**config.mk**
```make
export PLATFORM = sky130hd
export DESIGN_NAME = pfla_regs
export DESIGN_NICKNAME = d
export VERILOG_FILES = /design/src/hdl/pfla_pkg.sv /design/src/hdl/pfla_regs.sv
export SDC_FILE = /design/constraint.sdc
export NUM_CORES = 1
export LEC_CHECK = 0
export BUFFER_PORTS_ARGS = -buffer_cell sky130_fd_sc_hd__buf_2
export CORE_MARGIN = 1
export CORE_UTILIZATION = 50
export DETAILED_ROUTE_END_ITERATION = 12
export GPL_TIMING_DRIVEN = 0
export HOLD_SLACK_MARGIN = 0.05
export MAX_ROUTING_LAYER = met4
export PLACE_DENSITY = 0.85
export SLEW_MARGIN = 20
export SYNTH_ARGS = -nofsm -noshare
export SYNTH_HDL_FRONTEND = slang
export SYNTH_SLANG_ARGS = --single-unit
```
**constraint.sdc**
```tcl
create_clock -name clk_i -period 2.09 [get_ports clk_i]
set_clock_uncertainty 0.2 [all_clocks]
set_input_delay 0.418 -clock clk_i [delete_from_list [all_inputs] [get_ports clk_i]]
set_output_delay 0.418 -clock clk_i [all_outputs]
set_load 0.01 [all_outputs]
```
**src/hdl/pfla_pkg.sv**
```systemverilog
package pfla_pkg;

  localparam int unsigned NUM_PAGES  = 1024;
  localparam int unsigned PAGE_BYTES = 4096;
  localparam int unsigned DATA_W     = 32;
  localparam int unsigned PADDR_W    = 3;
  localparam int unsigned PAGE_SHIFT = $clog2(PAGE_BYTES);
  localparam int unsigned IDX_W      = $clog2(NUM_PAGES + 1);
  localparam int unsigned RAM_AW     = $clog2(NUM_PAGES);
  localparam int unsigned PAGE_NUM_W = DATA_W - PAGE_SHIFT;

  typedef logic [IDX_W-1:0]  idx_t;
  typedef logic [RAM_AW-1:0] ram_addr_t;
  typedef logic [DATA_W-1:0] word_t;

  // Link value that terminates the list; also the head of an empty list.
  localparam idx_t LIST_END = idx_t'(NUM_PAGES);

  typedef enum logic [1:0] {
    FUNC_INIT  = 2'd0,
    FUNC_ALLOC = 2'd1,
    FUNC_FREE  = 2'd2
  } func_e;

  typedef enum logic [1:0] {
    ST_OK      = 2'd0,
    ST_EMPTY   = 2'd1,
    ST_OUTSIDE = 2'd2
  } status_e;

  typedef enum logic [0:0] {
    REG_START = 1'b0,
    REG_END   = 1'b1
  } reg_e;

  typedef enum logic [1:0] {
    S_IDLE,
    S_INIT,
    S_ALLOC
  } state_e;

  typedef struct packed {
    word_t region_start;
    word_t region_end;
  } cfg_t;

  typedef struct packed {
    logic      we;
    ram_addr_t waddr;
    idx_t      wdata;
    logic      re;
    ram_addr_t raddr;
  } mem_req_t;

endpackage

```
**src/hdl/pfla_regs.sv**
```systemverilog
module pfla_regs (
  input  logic                          clk_i,
  input  logic                          rst_ni,
  input  logic                          psel,
  input  logic                          penable,
  input  logic                          pwrite,
  input  logic [pfla_pkg::PADDR_W-1:0]  paddr,
  input  pfla_pkg::word_t               pwdata,
  output pfla_pkg::word_t               prdata,
  output logic                          pready,
  output pfla_pkg::cfg_t                cfg_o
);

  pfla_pkg::word_t start_q, start_d;
  pfla_pkg::word_t end_q, end_d;
  pfla_pkg::reg_e  sel;
  logic            wr_en;

  assign pready = 1'b1;
  assign sel    = pfla_pkg::reg_e'(paddr[2]);
  assign wr_en  = psel && penable && pwrite && pready;

  always_comb begin
    start_d = start_q;
    end_d   = end_q;
    if (wr_en) begin
      unique case (sel)
        pfla_pkg::REG_START: start_d = pwdata;
        pfla_pkg::REG_END:   end_d   = pwdata;
        default: ;
      endcase
    end
  end

  always_comb begin
    unique case (sel)
      pfla_pkg::REG_START: prdata = start_q;
      pfla_pkg::REG_END:   prdata = end_q;
      default:             prdata = '0;
    endcase
  end

  always_ff @(posedge clk_i or negedge rst_ni) begin
    if (!rst_ni) begin
      start_q <= '0;
      end_q   <= '0;
    end else begin
      start_q <= start_d;
      end_q   <= end_d;
    end
  end

  assign cfg_o.region_start = start_q;
  assign cfg_o.region_end   = end_q;

endmodule

```
---- After elaboration in Yosys (flattened, before gate mapping) ----
Cells that the tools add are included.
storage, ports and cells
  flip-flop bits (word level) ............. 64
  input bits .............................. 40
  output and inout port bits .............. 97
  word-level logic and storage cells ...... 8
cells by class
  muxes and demuxes ....................... 1
  bitwise gates (word level) .............. 1
  reductions and logical operators ........ 4
operators by type and width
  cell                              count
  case mux 32 bit (2 select lines)  1
  AND reduction 2 bit               2
  logical AND 1 bit                 2
  inverter 1 bit                    1

---- Longest topological paths before layout ----
Gate-level depths: netlist of run 1.
  depth after elaboration ................. 3
  gate-level depth with buffers ........... 4
  gate-level depth less buffers ........... 2

---- Worst setup path after synthesis of run 1 ----
OpenSTA, ideal clock, no wires.
  kind .................................... input to output
  start ................................... input paddr[2] (netlist name)
  end ..................................... output prdata[0]
  arrival ................................. 1,149 ps
  required time ........................... 1,472 ps
  slack ................................... 323 ps
  cell stages on the path ................. 3
  buffers on the path ..................... 2
  path through ............................ buf_2 > buf_2 > mux2_2
between the ends
  longest elaborated chain between the ends .. 2
ends and longest elaborated chain
  what                                RTL line         RTL
  start, declared                     pfla_regs.sv:7   input logic [pfla_pkg::PADDR_W-1:0] paddr,
  inverter 1 bit                      -
  case mux 32 bit (2 select lines) *  pfla_regs.sv:36  unique case (sel)
  end, declared                       pfla_regs.sv:9   output pfla_pkg::word_t prdata,
Every way passes the cells marked *; elsewhere a longest branch is shown, timed or not.

---- Worst setup path after layout of run 1 ----
  start ................................... input paddr[2] (netlist name)
  end ..................................... output prdata[16]
Same word-level chain as after synthesis.

==> run metrics, run 1 <==
syn_area_per_cell=16.7 µm²; Post-layout nets=358; initial antenna violation count=0; global-route congestion overflow total=0; Max Clk Rate=0.499 GHz; total internal power=2750 µW; Synth Flop Type=sky130_fd_sc_hd__dfrtp_1; fraction of power spent switching nets=30.0%; global-route usage over all layers=21.8%; master cell of the clock root buffer=sky130_fd_sc_hd__clkbuf_8; Area Growth Syn to Fin=32.2%; multiplexer share of the synthesized area=between 40% and 50%; RSZ-0062 raised after global routing=no; power per unit of standard cell area=1020 nW/µm²; number of port buffers=132; Cells after Synth=approximately 170; fraction of the mapped netlist area in adder cells=0%; number of enable-type register cells in the synthesized netlist=0; First-pass DRT Iterations=4; Initial Utilization=between 50% and 60%; core region area=5570 µm²; final setup vio count=0; Worst slew margin=47.6%; global-route wire length before repair=9720 µm; combinational family with the most area after synthesis=multiplexers; Critical Path RT=about 1.5 ns; post-CTS repair timing setup buffer count=0; Final Max Slew Viols=0; area of the multi-input gates=around 1200 µm²; Die Y=78.3 µm; number of primary I/O pins=137; fraction of layout cells with a size suffix above 1=about 79%; top cells by count, synth=sky130_fd_sc_hd__dfrtp_1 (64), sky130_fd_sc_hd__mux2_2 (64), sky130_fd_sc_hd__mux2_4 (30); initial drt markers=38; pin count of the biggest net entering global routing=65; final estimated routing congestion in global placement=0.733; post-DR wirelength/cell=about 16 µm; Post-synth ARST share=100%; logic gate share of total power=31.7%; area fraction in and, or, nand and nor cells after synthesis=1.25%; register clock-pin slew on the reported worst setup and hold paths=0.07 ns; Synth cell types=10; Max-Cap Viols=0; Final Hold Violating Endpoints=0; Max Root-Sink Buffers=2; peak supply drop=a little over 600 µV; htree depth=3; Die X=between 70 and 80 µm; Min Clock Period, post-route=2.00 ns; clock tree from TritonCTS=built; number of flip-flops and latches in the synthesized netlist=64; Syn Nets=214; result of the run=finished, final reports clean; warnings from Yosys=0; CP startpoint kind=input port; Synth Area in XOR/XNOR=0%; Resized Gates After CTS=0; area fraction in compound gates after synthesis=0%; antenna fix cells=0; part of the cycle the worst path needs=a little over nine tenths; capturing element type of the critical path=output pin; post-synth top area cell=sky130_fd_sc_hd__dfrtp_1; share of total power in sequential cells=43.9%; static leakage power=0.00205 µW; data arrival time of the critical path=1.39 ns; Sinks on Clock Net=64; area of the die=6130 µm²; total length of routed wires=6110 µm; count of fill cells added during filler insertion=419; DRC violations left=0; via count of the first global-routing pass=between 2000 and 2500; standard-cell rows=27; number of buffers created by CTS=9; Min-Delay Path Class=in -> reg; slew at the pin closest to its max-slew limit=between 0.7 and 0.8 ns; final sum of negative setup slack=0 ns; sequential element share of the synthesized area=55.0%; biggest fanout along the worst timing path=10; mean number of vias per cell=just over 5; Skew-Pair Late Insertion Delay=between 0.3 and 0.4 ns; Antenna Nets Post-Route=0; critical path start-end classification=in -> out; share of Yosys cell area claimed by the top area cell type=55.0%; total chip power=3930 µW; Sw Pwr=1180 µW; main area contributors after synthesis=sky130_fd_sc_hd__dfrtp_1 (55%), sky130_fd_sc_hd__mux2_2 (25%), sky130_fd_sc_hd__mux2_4 (15%); FF/Latch Area=1600 µm²; DR vias=2024; post-synth design cell area=2910 µm²; CTS hold repair buffers=1; clock share of power=24.4%; hpwl dp=4420 µm
==> registers in the layout, indices dropped and copies added (netlist names) <==
name / count
start_q: 32
end_q: 32
==> cell usage in the layout, fill, tap and decap left out <==
cell and n:
sky130_fd_sc_hd__buf_2 138, sky130_fd_sc_hd__mux2_2 64, sky130_fd_sc_hd__dfrtp_1 64, sky130_fd_sc_hd__mux2_4 30, sky130_fd_sc_hd__clkbuf_8 9, sky130_fd_sc_hd__clkinv_2 4, sky130_fd_sc_hd__buf_6 3, sky130_fd_sc_hd__mux2_1 2
sky130_fd_sc_hd__buf_4 2, sky130_fd_sc_hd__nand4b_4 1, sky130_fd_sc_hd__nand4_2 1, sky130_fd_sc_hd__conb_1 1, sky130_fd_sc_hd__bufinv_16 1, sky130_fd_sc_hd__dlygate4sd3_1 1
==> final cells by class <==
| type | count | share of cell area [%] |
|---|---|---|
| multi-input cells | 99 | 32.1 |
| clock inverters | 5 | 1.30 |
| flip-flops and latches | 64 | 41.6 |
| plain buffers | 11 | 1.98 |
| clock buffers | 9 | 3.22 |
| repair buffers | 133 | 17.5 |
| well taps | 72 | 2.34 |
==> worst max-delay path: stages <==
cell and delay (ns):
sky130_fd_sc_hd__buf_2 0.16, sky130_fd_sc_hd__buf_2 0.29, sky130_fd_sc_hd__mux2_2 0.38, sky130_fd_sc_hd__buf_2 0.14
==> final timing paths <==
| check | from | to | slack (ns) | cells past startpoint |
|---|---|---|---|---|
| worst max register to register | end_q[6] | end_q[6] | 1.07 | 1 |
| min in group asynchronous | rst_ni | start_q[5] | 0.54 | 2 |
| worst min-delay path | pwdata[16] | start_q[16] | 0.13 | 2 |
| max in group asynchronous | rst_ni | end_q[30] | 0.65 | 2 |
| worst min register to register | end_q[7] | end_q[7] | 0.33 | 1 |
| worst max-delay path | paddr[2] | prdata[16] | 0.09 | 4 |
==> power groups by stage <==
stage	registers, µW	logic [µW]	clock network, µW
final	1720	1250	957
after global routing	1760	1340	1040
after CTS	1720	1270	983
after detailed placement	1740	1260	0
after global placement	1720	1230	0
after floorplan	1840	587	0
==> per-stage QoR <==
stage	worst slack, ns	instance area [µm²]	utilization [%]	cells	hold WS, ns
final	0.0856	3850	69.0	393	0.131
after global routing	0.0221	3850	69.0	393	0.122
after CTS	0.0557	3850	69.0	393	0.116
after detailed placement	0.0600	3660	65.7	378	0.311
after global placement	0.0804	3660	65.7	378	0.293
after floorplan	0.323	2910	-	174	-0.0776
==> cell families after synthesis <==
| family | after synthesis |
|---|---|
| flops | 64 |
| mux | 96 |
| simple gates | 2 |
| buf+inv | 11 |
| other cells | 1 |
==> routing by layer <==
metal / vias up / part of all wire [%] / GRT usage (%)
met5: - / 0 / -
met4: 0 / 2.0 / 9.63
met3: 15 / 6.3 / 4.88
met2: 91 / 49 / 34.8
met1: 1009 / 42 / 26.5
li1: 909 / - / -
(Power assumes the default switching activity.)
==> run 2, diff against run 1 <==
--- a/config.mk
+++ b/config.mk
@@ -6,13 +6,15 @@
 export NUM_CORES = 1
 export LEC_CHECK = 0
 export BUFFER_PORTS_ARGS = -buffer_cell sky130_fd_sc_hd__buf_2
+export CELL_PAD_IN_SITES_DETAIL_PLACEMENT = 0
+export CELL_PAD_IN_SITES_GLOBAL_PLACEMENT = 2
 export CORE_MARGIN = 1
-export CORE_UTILIZATION = 50
+export CORE_UTILIZATION = 32
 export DETAILED_ROUTE_END_ITERATION = 12
 export GPL_TIMING_DRIVEN = 0
 export HOLD_SLACK_MARGIN = 0.05
 export MAX_ROUTING_LAYER = met4
-export PLACE_DENSITY = 0.85
+export PLACE_DENSITY_LB_ADDON = 0.1
 export SLEW_MARGIN = 20
 export SYNTH_ARGS = -nofsm -noshare
 export SYNTH_HDL_FRONTEND = slang
==> constraint.sdc (replaced) <==
create_clock -name clk_i -period 2.09 [get_ports clk_i]
set_clock_uncertainty 0.2 [all_clocks]
set_input_delay 0.418 -clock clk_i [delete_from_list [all_inputs] [get_ports clk_i]]
set_output_delay 0.418 -clock clk_i [all_outputs]
set_load 0.05 [all_outputs]
==> run 2 against run 1 <==
Hold slack lost 0.021 ns. Routed wire length rose by 8.8%. Non-clock buffer count increased by 1. Fmax shrank 1.4%. Clock power is 11% higher. Register-to-register slack gained 0.02 ns. Worst setup slack lost 0.028 ns. Via count decreased by 2.7%. Cell count is 9.9% higher. Sequential power about the same. Die area is 55% higher. Flip-flop and latch count unchanged.
==> run metrics, run 2 (same netlist as run 1, synthesis figures left out) <==
clock share of power=19.8% (was 24.4%); global-route usage over all layers=15.3% (was 21.8%); biggest fanout along the worst timing path=10 (unchanged); Post-layout nets=359 (was 358); total chip power=5380 µW (was 3930 µW); share of total power in sequential cells=32.0% (was 43.9%); CP startpoint kind=input port (unchanged); First-pass DRT Iterations=4 (unchanged); clock tree from TritonCTS=built (unchanged); Max Clk Rate=0.492 GHz (was 0.499 GHz); Critical Path Max Stage Delay=0.35 ns (was 0.38 ns); Final Max Slew Viols=0 (unchanged); number of primary I/O pins=137 (unchanged); cell-by-cell listing of the critical path=buf_2, buf_4, mux2_2, buf_2 (was buf_2, buf_2, mux2_2, buf_2); data arrival time of the critical path=1.41 ns (was 1.39 ns); R2R setup slack=1.09 ns (was 1.07 ns); mean number of vias per cell=4.56 (was 5.15); CP most frequent cell=sky130_fd_sc_hd__buf_2 (unchanged); Critical Path RT=1.47 ns (about the same); RSZ-0062 raised after global routing=yes (was no); tightest hold margin=0.110 ns (was 0.131 ns); global-route wire length before repair=10800 µm (was 9720 µm); total internal power=2850 µW (was 2750 µW); Die Y=97.4 µm (was 78.3 µm); origin of the worst min-delay path=pwdata[6] (was pwdata[16]); Min-Delay Path Class=in -> reg (unchanged); non-filler cells in the finished layout=432 (was 393); post-DR wirelength/cell=15.4 µm (was 15.5 µm); critical path start-end classification=in -> out (unchanged); Max Root-Sink Buffers=2 (unchanged); area of the die=9480 µm² (was 6130 µm²); part of the cycle the worst path needs=97.2% (was 95.9%); register clock-pin slew on the reported worst setup and hold paths=0.07 ns (about the same); Antenna Nets Post-Route=0 (unchanged); final instance area=3950 µm² (was 3850 µm²); global-route congestion overflow total=0 (unchanged); DRC violations left=0 (unchanged); post-CTS repair timing setup buffer count=0 (unchanged); pin count of the biggest net entering global routing=47 (was 65); Worst R2R Start=end_q[5] (was end_q[6]); initial drt markers=45 (was 38); core region area=8760 µm² (was 5570 µm²); Final Hold Violating Endpoints=0 (unchanged); Post-Place Cells=415 (was 378); kind of cell with the highest combined delay on the critical path=buffers and inverters (unchanged); power per unit of standard cell area=1360 nW/µm² (was 1020 nW/µm²); Sw Pwr=2530 µW (was 1180 µW); crit path from=paddr[2] (unchanged); master cell of the clock root buffer=sky130_fd_sc_hd__clkbuf_8 (unchanged); peak supply drop=507 µV (was 610 µV); most used cells in the layout excluding fill and tap cells=sky130_fd_sc_hd__buf_2 (135), sky130_fd_sc_hd__mux2_2 (64), sky130_fd_sc_hd__dfrtp_1 (64) (was sky130_fd_sc_hd__buf_2 (138), sky130_fd_sc_hd__mux2_2 (64), sky130_fd_sc_hd__dfrtp_1 (64)); Area Growth Syn to Fin=35.8% (was 32.2%); slowest cell on the critical path=sky130_fd_sc_hd__mux2_2 (unchanged); Post-Route Utilization=45.1% (was 69.0%); antenna fix cells=0 (unchanged); logic gate share of total power=48.2% (was 31.7%); initial antenna violation count=0 (unchanged); capturing element type of the critical path=output pin (unchanged); number of port buffers=132 (unchanged); most common cell after layout, fill and taps aside=sky130_fd_sc_hd__buf_2 (unchanged); Die X=97.4 µm (was 78.3 µm); final estimated routing congestion in global placement=0.668 (was 0.733); Max-Cap Viols=0 (unchanged); number of buffers created by CTS=9 (unchanged); final setup vio count=0 (unchanged); fraction of layout cells with a size suffix above 1=78.4% (was 78.8%); Initial Utilization=33.2% (was 52.2%); standard-cell rows=34 (was 27); hpwl dp=4810 µm (was 4420 µm); fraction of power spent switching nets=47.1% (was 30.0%); via count of the first global-routing pass=1994 (was 2032); WP buf/inv=3 (unchanged); registers with the most flip-flops=end_q: 32 flops, start_q: 32 flops (unchanged); Min Clock Period, post-route=2.03 ns (was 2.00 ns); result of the run=finished, final reports clean (unchanged); dpl cell area=3740 µm² (was 3660 µm²); static leakage power=0.00207 µW (was 0.00205 µW); total length of routed wires=6650 µm (was 6110 µm); Skew-Pair Late Insertion Delay=0.33 ns (was 0.32 ns); Sinks on Clock Net=64 (unchanged); DR vias=1970 (was 2024); htree depth=3 (unchanged)
[run 2: cell count changes in the layout (fill, tap and decap cells not counted)]
cell | before | now
sky130_fd_sc_hd__buf_16 | 0 | 1
sky130_fd_sc_hd__buf_2 | 138 | 135
sky130_fd_sc_hd__clkbuf_8 | 9 | 11
sky130_fd_sc_hd__clkinv_2 | 4 | 2
sky130_fd_sc_hd__clkbuf_1 | 0 | 2
sky130_fd_sc_hd__buf_4 | 2 | 5
[run 2: path summary, 6_finish.rpt]
kind | to | depth (start not counted)
setup / recovery | prdata[21] | 4
hold / removal | end_q[6] | 2
setup reg to reg | end_q[5] | 1
hold reg to reg | end_q[6] | 1
max in group asynchronous | end_q[26] | 3
min in group asynchronous | start_q[7] | 2
[run 2: cell type report]
cell class	count	area, µm²
Timing Repair Buffer	134	701
Multi-Input combinational cell	99	1230
Fill cell	855	4810
Buffer	11	83.8
Tap cell	108	135
Sequential cell	64	1600
Clock inverter	3	40.0
Clock buffer	13	159
[run 2: repair_timing]
item / in CTS / in global routing
hold buffers: 1 / 0
setup endpoints to repair: 30 / 1
gates resized for setup: 3 / 0
endpoints found under the hold margin: 18 / 0
[run 2: layer usage]
layer / vias up / track usage (%) / routed length [µm]
met5: - / - / 0
met3: 10 / 4.53 / 434
met1: 963 / 19.8 / 3050
li1: 910 / - / -
met4: 0 / 6.11 / 99
met2: 87 / 22.5 / 3060
[run 2: power groups by stage]
stage / logic (µW) / clock network (µW) / registers (µW)
3_3_place_gp: 2600 / 0 / 1730
6_report: 2590 / 1060 / 1720
5_1_grt: 2690 / 1170 / 1770
4_1_cts: 2610 / 1110 / 1720
2_1_floorplan: 1080 / 0 / 2680
3_5_place_dp: 2610 / 0 / 1740
[run 2: through the flow]
| step | setup slack (ns) | TNS (ns) |
|---|---|---|
| CTS | 0.0388 | 0 |
| finish | 0.0576 | 0 |
| floorplan | 0.224 | 0 |
| global placement | -0.0369 | -0.526 |
| detailed placement | -0.0503 | -0.702 |
| global route | -0.00631 | -0.00631 |
