<file path="config.mk">
export PLATFORM = sky130hd
export DESIGN_NAME = pfla_ctrl
export DESIGN_NICKNAME = d
export VERILOG_FILES = /design/src/hdl/pfla_pkg.sv /design/src/hdl/pfla_ctrl.sv
export SDC_FILE = /design/constraint.sdc
export NUM_CORES = 1
export LEC_CHECK = 0
export ABC_AREA = 1
export BUFFER_PORTS_ARGS = -buffer_cell sky130_fd_sc_hd__buf_2
export CORE_MARGIN = 10
export CORE_UTILIZATION = 52
export CTS_CLUSTER_SIZE = 20
export DETAILED_ROUTE_END_ITERATION = 16
export PLACE_DENSITY = 0.88
export REMOVE_ABC_BUFFERS = 1
export SLEW_MARGIN = 40
export SYNTH_ARGS = -nofsm -noshare
export SYNTH_HDL_FRONTEND = slang
export SYNTH_SLANG_ARGS = --single-unit
</file>
<file path="constraint.sdc">
create_clock -name clk_i -period 4.2 [get_ports clk_i]
set_clock_uncertainty 0.15 [all_clocks]
set_input_delay 0 -clock clk_i [delete_from_list [all_inputs] [get_ports clk_i]]
set_output_delay 0 -clock clk_i [all_outputs]
set_load 0.005 [all_outputs]
</file>
<file path="src/hdl/pfla_pkg.sv">
package pfla_pkg;

  localparam int unsigned NUM_PAGES  = 1024;
  localparam int unsigned PAGE_BYTES = 4096;
  localparam int unsigned DATA_W     = 32;
  localparam int unsigned PADDR_W    = 3;
  localparam int unsigned PAGE_SHIFT = $clog2(PAGE_BYTES);
  localparam int unsigned IDX_W      = $clog2(NUM_PAGES + 1);
  localparam int unsigned RAM_AW     = $clog2(NUM_PAGES);
  localparam int unsigned PAGE_NUM_W = DATA_W - PAGE_SHIFT;

  typedef logic [IDX_W-1:0]  idx_t;
  typedef logic [RAM_AW-1:0] ram_addr_t;
  typedef logic [DATA_W-1:0] word_t;

  // Link value that terminates the list; also the head of an empty list.
  localparam idx_t LIST_END = idx_t'(NUM_PAGES);

  typedef enum logic [1:0] {
    FUNC_INIT  = 2'd0,
    FUNC_ALLOC = 2'd1,
    FUNC_FREE  = 2'd2
  } func_e;

  typedef enum logic [1:0] {
    ST_OK      = 2'd0,
    ST_EMPTY   = 2'd1,
    ST_OUTSIDE = 2'd2
  } status_e;

  typedef enum logic [0:0] {
    REG_START = 1'b0,
    REG_END   = 1'b1
  } reg_e;

  typedef enum logic [1:0] {
    S_IDLE,
    S_INIT,
    S_ALLOC
  } state_e;

  typedef struct packed {
    word_t region_start;
    word_t region_end;
  } cfg_t;

  typedef struct packed {
    logic      we;
    ram_addr_t waddr;
    idx_t      wdata;
    logic      re;
    ram_addr_t raddr;
  } mem_req_t;

endpackage

</file>
<file path="src/hdl/pfla_ctrl.sv">
module pfla_ctrl (
  input  logic                 clk_i,
  input  logic                 rst_ni,
  input  pfla_pkg::cfg_t       cfg_i,
  input  logic                 in_valid_i,
  output logic                 in_ready_o,
  input  logic [1:0]           func_i,
  input  pfla_pkg::word_t      page_address_i,
  output logic                 out_valid_o,
  input  logic                 out_ready_i,
  output pfla_pkg::word_t      granted_address_o,
  output logic [1:0]           status_o,
  output pfla_pkg::mem_req_t   mem_req_o,
  input  pfla_pkg::idx_t       mem_rdata_i
);

  localparam int unsigned LOW_W      = pfla_pkg::PAGE_NUM_W + 1;
  localparam int unsigned DATA_W_EXT = pfla_pkg::DATA_W + 1;

  pfla_pkg::state_e    state_q, state_d;
  pfla_pkg::idx_t      head_q, head_d;
  pfla_pkg::idx_t      count_q, count_d;
  pfla_pkg::word_t     base_q, base_d;
  pfla_pkg::ram_addr_t walk_q, walk_d;
  logic                out_valid_q, out_valid_d;
  pfla_pkg::word_t     gnt_q, gnt_d;
  pfla_pkg::status_e   status_q, status_d;

  logic                accept;
  logic                walk_last;
  logic                res_load;
  pfla_pkg::word_t     res_gnt;
  pfla_pkg::status_e   res_status;

  // Region rounding for a rebuild, in page numbers.
  logic [DATA_W_EXT-1:0] start_up;
  logic [LOW_W-1:0]      lo_page;
  logic [LOW_W-1:0]      hi_page;
  logic [LOW_W-1:0]      span;
  pfla_pkg::idx_t        init_n;

  // Range check and index for a free.
  logic [DATA_W_EXT-1:0] region_top;
  pfla_pkg::word_t       free_off;
  logic [pfla_pkg::PAGE_NUM_W-1:0] free_page;
  logic                  free_ok;

  assign accept = in_valid_i && in_ready_o;

  assign start_up = {1'b0, cfg_i.region_start} + DATA_W_EXT'(pfla_pkg::PAGE_BYTES - 1);
  assign lo_page  = start_up[pfla_pkg::DATA_W:pfla_pkg::PAGE_SHIFT];
  assign hi_page  = {1'b0, cfg_i.region_end[pfla_pkg::DATA_W-1:pfla_pkg::PAGE_SHIFT]};
  assign span     = hi_page - lo_page;

  always_comb begin
    if (hi_page <= lo_page) begin
      init_n = '0;
    end else if (span > LOW_W'(pfla_pkg::NUM_PAGES)) begin
      init_n = pfla_pkg::LIST_END;
    end else begin
      init_n = span[pfla_pkg::IDX_W-1:0];
    end
  end

  assign region_top = {1'b0, base_q} + (DATA_W_EXT'(count_q) << pfla_pkg::PAGE_SHIFT);
  assign free_off   = page_address_i - base_q;
  assign free_page  = free_off[pfla_pkg::DATA_W-1:pfla_pkg::PAGE_SHIFT];
  assign free_ok    = (count_q != '0) && (page_address_i >= base_q)
                   && ({1'b0, page_address_i} < region_top)
                   && (free_page < pfla_pkg::PAGE_NUM_W'(pfla_pkg::NUM_PAGES));

  assign walk_last = ({1'b0, walk_q} == count_q - 1'b1);

  // A new word is taken only when the output register is free, so a result
  // produced later by a rebuild or an allocate always finds room.
  assign in_ready_o = (state_q == pfla_pkg::S_IDLE) && (!out_valid_q || out_ready_i);

  always_comb begin
    state_d = state_q;
    unique case (state_q)
      pfla_pkg::S_IDLE: begin
        if (accept) begin
          if (func_i == pfla_pkg::FUNC_INIT && init_n != '0) begin
            state_d = pfla_pkg::S_INIT;
          end else if (func_i == pfla_pkg::FUNC_ALLOC && head_q < pfla_pkg::LIST_END
                       && head_q < count_q) begin
            state_d = pfla_pkg::S_ALLOC;
          end
        end
      end
      pfla_pkg::S_INIT: begin
        if (walk_last) begin
          state_d = pfla_pkg::S_IDLE;
        end
      end
      pfla_pkg::S_ALLOC: state_d = pfla_pkg::S_IDLE;
      default:           state_d = pfla_pkg::S_IDLE;
    endcase
  end

  always_comb begin
    head_d     = head_q;
    count_d    = count_q;
    base_d     = base_q;
    walk_d     = walk_q;
    res_load   = 1'b0;
    res_gnt    = '0;
    res_status = pfla_pkg::ST_OK;
    mem_req_o  = '0;

    unique case (state_q)
      pfla_pkg::S_IDLE: begin
        if (accept) begin
          unique case (func_i)
            pfla_pkg::FUNC_INIT: begin
              count_d = init_n;
              base_d  = (init_n != '0)
                      ? {lo_page[pfla_pkg::PAGE_NUM_W-1:0], pfla_pkg::PAGE_SHIFT'(0)}
                      : '0;
              head_d  = pfla_pkg::LIST_END;
              walk_d  = '0;
              res_load = (init_n == '0);
            end
            pfla_pkg::FUNC_ALLOC: begin
              if (head_q < pfla_pkg::LIST_END && head_q < count_q) begin
                mem_req_o.re    = 1'b1;
                mem_req_o.raddr = head_q[pfla_pkg::RAM_AW-1:0];
              end else begin
                res_load   = 1'b1;
                res_status = pfla_pkg::ST_EMPTY;
              end
            end
            pfla_pkg::FUNC_FREE: begin
              res_load = 1'b1;
              if (free_ok) begin
                mem_req_o.we    = 1'b1;
                mem_req_o.waddr = free_page[pfla_pkg::RAM_AW-1:0];
                mem_req_o.wdata = head_q;
                head_d          = {1'b0, free_page[pfla_pkg::RAM_AW-1:0]};
              end else begin
                res_status = pfla_pkg::ST_OUTSIDE;
              end
            end
            default: res_load = 1'b1;
          endcase
        end
      end
      pfla_pkg::S_INIT: begin
        // Page walk_q links to the page below it; page zero ends the list.
        mem_req_o.we    = 1'b1;
        mem_req_o.waddr = walk_q;
        mem_req_o.wdata = (walk_q == '0) ? pfla_pkg::LIST_END : ({1'b0, walk_q} - 1'b1);
        head_d          = {1'b0, walk_q};
        walk_d          = walk_q + 1'b1;
        res_load        = walk_last;
      end
      pfla_pkg::S_ALLOC: begin
        res_load = 1'b1;
        res_gnt  = base_q + (pfla_pkg::DATA_W'(head_q[pfla_pkg::RAM_AW-1:0])
                             << pfla_pkg::PAGE_SHIFT);
        head_d   = (mem_rdata_i > pfla_pkg::LIST_END) ? pfla_pkg::LIST_END : mem_rdata_i;
      end
      default: ;
    endcase
  end

  always_comb begin
    out_valid_d = out_valid_q && !out_ready_i;
    gnt_d       = gnt_q;
    status_d    = status_q;
    if (res_load) begin
      out_valid_d = 1'b1;
      gnt_d       = res_gnt;
      status_d    = res_status;
    end
  end

  always_ff @(posedge clk_i or negedge rst_ni) begin
    if (!rst_ni) begin
      state_q     <= pfla_pkg::S_IDLE;
      head_q      <= pfla_pkg::LIST_END;
      count_q     <= '0;
      base_q      <= '0;
      walk_q      <= '0;
      out_valid_q <= 1'b0;
    end else begin
      state_q     <= state_d;
      head_q      <= head_d;
      count_q     <= count_d;
      base_q      <= base_d;
      walk_q      <= walk_d;
      out_valid_q <= out_valid_d;
    end
  end

  always_ff @(posedge clk_i) begin
    gnt_q    <= gnt_d;
    status_q <= status_d;
  end

  assign out_valid_o       = out_valid_q;
  assign granted_address_o = gnt_q;
  assign status_o          = status_q;

endmodule

</file>
## Yosys cells after proc, flatten, opt, wreduce, memory -nomap -nowiden

Index checks and enable logic that the tools add are counted.

- Magnitude comparators: 8
- Multiplexer cells: 32
- Div/mod/pow operators: 0
- Bitwise logic cells: 0
- Multiply operators: 0
- Reductions and logical operators: 26
- Eq/ne operators: 11
- Shifts and indexed selects: 0
- Add/subtract/negate cells: 8

Operators with widths:

| kind | number |
|---|---|
| 11-bit two-way mux | 9 |
| 22-bit two-way mux | 2 |
| 22-bit case mux with 2 select lines | 1 |
| 32-bit by 12-bit adder with 33-bit output (second input constant) | 1 |
| 32-bit by 23-bit adder with 33-bit output | 1 |
| 32-bit by 33-bit < comparator with 1-bit output | 1 |
| 33-bit two-way mux | 1 |
| 11-bit case mux with 3 select lines | 1 |
| 32-bit by 22-bit adder with 32-bit output | 1 |
| 32-bit greater-or-equal comparator | 1 |
| 32-bit two-way mux | 1 |
| 32-bit subtractor | 1 |
| 11-bit case mux with 2 select lines | 1 |
| 11-bit nonzero test | 2 |
| 21-bit by 11-bit greater-than comparator with 1-bit output (second input constant) | 1 |
| 20-bit by 21-bit <= comparator with 1-bit output | 1 |
| 20-bit by 21-bit subtractor with 21-bit output | 1 |
| 20-bit by 11-bit < comparator with 1-bit output (second input constant) | 1 |
| 10-bit two-way mux | 2 |
| 10-bit case mux with 2 select lines | 1 |
| 10-bit by 11-bit equality test with 1-bit output | 1 |
| 11-bit greater-than comparator (second input constant) | 1 |
| 11-bit zero test | 1 |
| 11-bit < comparator | 1 |
| 25 further kinds | 50 |

- Register bits: 101
- Memories kept: 0
- Bits of input ports: 113
- Logic and storage cells: 93
- Bits in read-only memories: 0
- Output and inout port bits: 69
- RAM bits: 0
- Latch bits: 0

## Longest topological paths before layout

- Word-level depth: 10
- Depth in mapped cells: 41
- Gate-level depth less buffers: 40

## Least setup slack after synthesis

OpenSTA, ideal clock, no wires.

- Kind: input-to-reg
- Start: input cfg_i[36] (netlist name)
- End: register gnt_q[12] (netlist: granted_address_o[12]), enable pin
- Setup slack: -0.604 ns
- Setup time: 0.377 ns
- Data arrival time: 4.278 ns
- Stages on the path: 38
- Path through: nor2_1 -> nand2_1 -> nor2_4 -> nand2_2 -> buf_6 -> nand3_2 -> nor2_1 -> inv_1 -> nor3_1 -> inv_1 -> nor2_1 -> inv_1 -> nor2_1 -> inv_1 -> nor2_1 -> inv_1 -> nor2_1 -> nand2_1 -> (+2 left out) -> a21o_1 -> a21oi_1 -> nor2_1 -> a211oi_1 -> nand2_1 -> nand2_1 -> nand2_1 -> nor2_4 -> nand4_1 -> nand2_1 -> nand2_1 -> nor2_2 -> nand3_1 -> nand3_1 -> nand2_1 -> nand2_1 -> nand2_1 -> inv_1

- Longest elaborated chain between the ends: 9

RTL lines:

| what | line | text |
|---|---|---|
| start, declared | pfla_ctrl.sv:4 | `input pfla_pkg::cfg_t cfg_i,` |
| 32-bit by 12-bit adder with 33-bit output (*) | pfla_ctrl.sv:50 | `assign start_up = {1'b0, cfg_i.region_start} + DATA_W_EXT'(pfla_pkg::PAGE_BYTES - 1);` |
| 20-bit by 21-bit subtractor with 21-bit output | pfla_ctrl.sv:53 | `assign span = hi_page - lo_page;` |
| 21-bit by 11-bit greater-than comparator with 1-bit output | pfla_ctrl.sv:58 | `end else if (span > LOW_W'(pfla_pkg::NUM_PAGES)) begin` |
| 11-bit two-way mux | pfla_ctrl.sv:58 |  |
| 11-bit two-way mux (*) | pfla_ctrl.sv:56 | `if (hi_page <= lo_page) begin` |
| 11-bit zero test (*) | pfla_ctrl.sv:122 | `res_load = (init_n == '0);` |
| 1-bit case mux with 2 select lines (*) | pfla_ctrl.sv:114 | `unique case (func_i)` |
| 1-bit two-way mux (*) | pfla_ctrl.sv:113 | `if (accept) begin` |
| 1-bit case mux with 3 select lines (*) | pfla_ctrl.sv:111 | `unique case (state_q)` |
| via res_load | pfla_ctrl.sv:31 | `logic res_load;` |
| end signal, assigned | pfla_ctrl.sv:197 | `gnt_q <= gnt_d;` |
| end, declared | pfla_ctrl.sv:26 | `pfla_pkg::word_t gnt_q, gnt_d;` |

Mark *: on every way through the listed nets, which the timed path passes. The rest lies on a longest branch.
A chain may end at the register's enable or synchronous reset.

==> results.ini <==
[run_status]
status=finished with violations
violations=setup timing

[power]
p_sw_mw=3.46
ir_worst_vdd_mv=0.267
p_comb_share_pct=68.1
clockPowerShare_pct=10.9
finalPower_mw=6.88
netSwitchingFraction_pct=50.3
powerDensity_mw_per_mm2=529
p_seq_share_pct=21.0
leakage_nw=6.49
p_int_mw=3.42

[logic_synthesis]
async_flop_share_pct=71.4
yosys-top-cells-area=dfrtp_1 (14%), ha_1 (12%), nand2_1 (12%)
netlist.area_leader.share_pct=14.1
yosysWarnings=0
yosysUniqueCellTypes=63
ys.flop_type=dfrtp_1
syn_area_per_cell_um2=6.69
netlist_instances=1434
seq_area_frac_synth_pct=21.2
yosysTopAreaCell=dfrtp_1
synth_edf_count=22
syn_area_mm2=0.00960
synth-seq-cells=77

[cts]
cts_root_buffer=clkbuf_16
clock_path_buffers=2
clock-sinks=77
cts_max_level=3
cts_buffers=9
worstSkewPairLatency_ns=0.35
clkSlewWorstSetupHoldPaths_ns=0.06
cts_tree=yes

[sta]
slew_violations=0
fin_crit_ns=4.74
max_freq_mhz=211
finalWorstSetupSlack_ns=-0.543
setup_viol=34
rsz0062_at_grt=true
finalSetupTns_ns=-12.62
worstMarginPinSlew_ns=1.06
hold_viol_final=0
finalCritPeriodShare_pct=113
slew_headroom_pct=29.1

[detailed_routing]
wl_met1_um=13900
dr.pass1.iters=6
drc_errors=0
highest_layer=met4
post_drt_wl_per_cell_um=17.9
vias_per_cell=5.74
drtAntennaViolNets=0
dr_wl_met3_um=3190
wl_um=35600
wl_met2_um=16900
drt_iter0_drc=1141
vias=11409

[global_route]
grt_pass1_vias=10746
grt-ovfl-total=0
grt_pass1_wl_um=53000
grt_max_degree=49
grt_usage_pct=26.5
antenna_found_initial=0

[placed_design]
hpwlAfterDp_um=26500
gp_congestion=0.989
portBuffers=157
dpl_cell_area_mm2=0.0115
place_ws_ns=-0.576

[worst_setup_path]
r2r_cells=29
cp-start-kind=flop
required_ns=4.05
rr_startpoint=count_q[2]$_DFFE_PN0P_
end_kind=output pin
worstPathMaxFanout=6
cpPeakStageDelay_ns=0.44
crit_top_cell=a21oi_2
rrSetupSlack_ns=-0.25
crit_slowest_cell=dfrtp_2
critPathKind=flop to output pin
reg2reg_to=head_q[3]$_DFFE_PN0P_
cp.arrival_ns=4.59

[floorplanning]
rows=49
start_util_pct=53.1
ios=182
core-area_mm2=0.0181
fp.dieW_um=156
fp.dieArea_mm2=0.0243
die_h_um=156

[layout]
multiInputGateArea_mm2=0.00725
regArea_mm2=0.00204
final_nets=1964
diodes=0
n_fill_cell=1341
drive_above_1_share_pct=31.9
post-route-cell-area_mm2=0.0130
syn_to_final_growth_pct=35.6

[worst_hold_path]
worstHoldPathType=primary input to flop
hold_end=count_q[1]$_DFFE_PN0P_
hp-start=cfg_i[13]
hold_depth=4

[job]
max_cap_violations=0

metrics by stage:
step	hold WS, ns	utilization (%)	cells
after global placement	-0.315	63.6	1925
final	0.00369	71.9	1986
after detailed placement	-0.315	63.6	1925
after global routing	0.0477	71.9	1986
after CTS	0.00888	68.3	1974
after floorplan	-0.446	-	1411
synth_stat cells, drive strengths merged (4+ instances only):
cell type,n
o31ai,12
nor3b,5
nor3,36
or2,6
fa,4
nand2,346
a21boi,11
edfxtp,22
o21ai,72
a211oi,4
o21a,6
ha,95
nor2,141
nand4,35
dfrtp,54
a21oi,81
buf,22
inv,216
nor4,15
o22ai,20
a31oi,6
xor2,46
clkbuf,12
xnor2,18
o211ai,5
nand3,121
cells in the final DEF, fill, tap and decap left out, types with 11 or more instances in the layout:
cell type / synthesis / routed
nand4_1: 35 / 35
o21ai_2: 0 / 11
a21oi_2: 3 / 18
inv_2: 6 / 17
xnor2_1: 18 / 18
nor2_4: 3 / 12
dfrtp_1: 54 / 52
nand2_2: 28 / 52
edfxtp_1: 22 / 22
nor3_1: 36 / 29
o21ai_0: 56 / 41
o21ai_1: 16 / 20
nor2_1: 127 / 109
buf_2: 5 / 143
clkbuf_16: 0 / 11
nand3_2: 16 / 25
a21oi_1: 78 / 63
xor2_1: 45 / 42
inv_1: 209 / 196
conb_1: 1 / 12
nand2_1: 314 / 287
nand3_1: 105 / 93
ha_1: 95 / 85
nor4_1: 15 / 12
nor2_2: 11 / 20
buf_4: 12 / 152
buf_6: 3 / 17
area by class of cell:
| class | instances | area share (%) |
|---|---|---|
| Timing Repair Buffer | 329 | 17.6 |
| Timing Repair inverter | 1 | 0.0865 |
| Clock buffer | 11 | 1.95 |
| Tap cell | 229 | 2.20 |
| Inverter | 218 | 6.46 |
| Clock inverter | 5 | 0.250 |
| Sequential cell | 77 | 15.7 |
| Multi-Input combinational cell | 1116 | 55.7 |
power groups by stage:
stage / Sequential, mW / Clock (mW) / Combinational (mW)
floorplan: 1.33 / 0 / 2.65
global placement: 1.40 / 0 / 3.83
detailed placement: 1.42 / 0 / 3.95
CTS: 1.42 / 0.750 / 4.28
global route: 1.46 / 0.782 / 5.11
finish: 1.45 / 0.750 / 4.69
metal layers:
layer | vias to the layer above | track usage, %
met2 | 607 | 45.4
met3 | 162 | 4.47
li1 | 5396 | -
met4 | 0 | 9.31
met5 | - | 0
met1 | 5244 | 32.9
cells by family (layout without fill, tap and decap cells):
logic type | count (synthesis) | count (layout) | synth area share [%]
AOI/OAI and AO/OA | 229 | 229 | 14.7
xor gates and xnor gates | 64 | 64 | 5.92
adders and majority gates | 99 | 99 | 13.2
buffers and inverters | 252 | 564 | 10.7
DFF | 77 | 77 | 21.2
muxes | 1 | 1 | 0.104
other | 1 | 12 | 0.0391
and+or+nand+nor | 711 | 711 | 34.1
worst max path at each step:
| stage | cells past startpoint | slack [ns] | start | to |
|---|---|---|---|---|
| after floorplan | 37 | -0.64 | cfg_i[36] | granted_address_o[12]$_SDFFCE_PN0P_ |
| after global placement | 38 | -0.43 | cfg_i[36] | granted_address_o[24]$_SDFFCE_PN0P_ |
| after detailed placement | 39 | -0.58 | cfg_i[36] | granted_address_o[25]$_SDFFCE_PN0P_ |
| after CTS | 31 | -0.34 | count_q[0]$_DFFE_PN0P_ | mem_req_o[17] |
| after global routing | 29 | -0.67 | count_q[2]$_DFFE_PN0P_ | mem_req_o[12] |
| final | 29 | -0.54 | count_q[2]$_DFFE_PN0P_ | mem_req_o[31] |
registers in the layout, indices dropped and copies added (netlist names):
signal	flops
base_q	20
count_q	11
granted_address_o	20
head_q	11
out_valid_o	1
state_q	2
status_o	2
walk_q	10
worst max-delay path: cells and delay by family (launching register included):
kind / cells / cell delay, ns
and+or+nand+nor: 10 / 0.72
AOI/OAI and AO/OA: 10 / 1.67
buffers and inverters: 6 / 0.69
xor gates and xnor gates: 1 / 0.15
DFF: 1 / 0.44
adders and majority gates: 2 / 0.55
repair_timing:
item | 4_1_cts | 5_1_grt
resized for setup | 70 | 138
hold buffers | 8 | 0
cloned | 4 | 1
pin swaps | 27 | 56
buffers inserted | 21 | 17
hold endpoints to repair | 60 | 0
endpoints found under the setup margin | 59 | 89
Power figures use the tool's default switching activity.
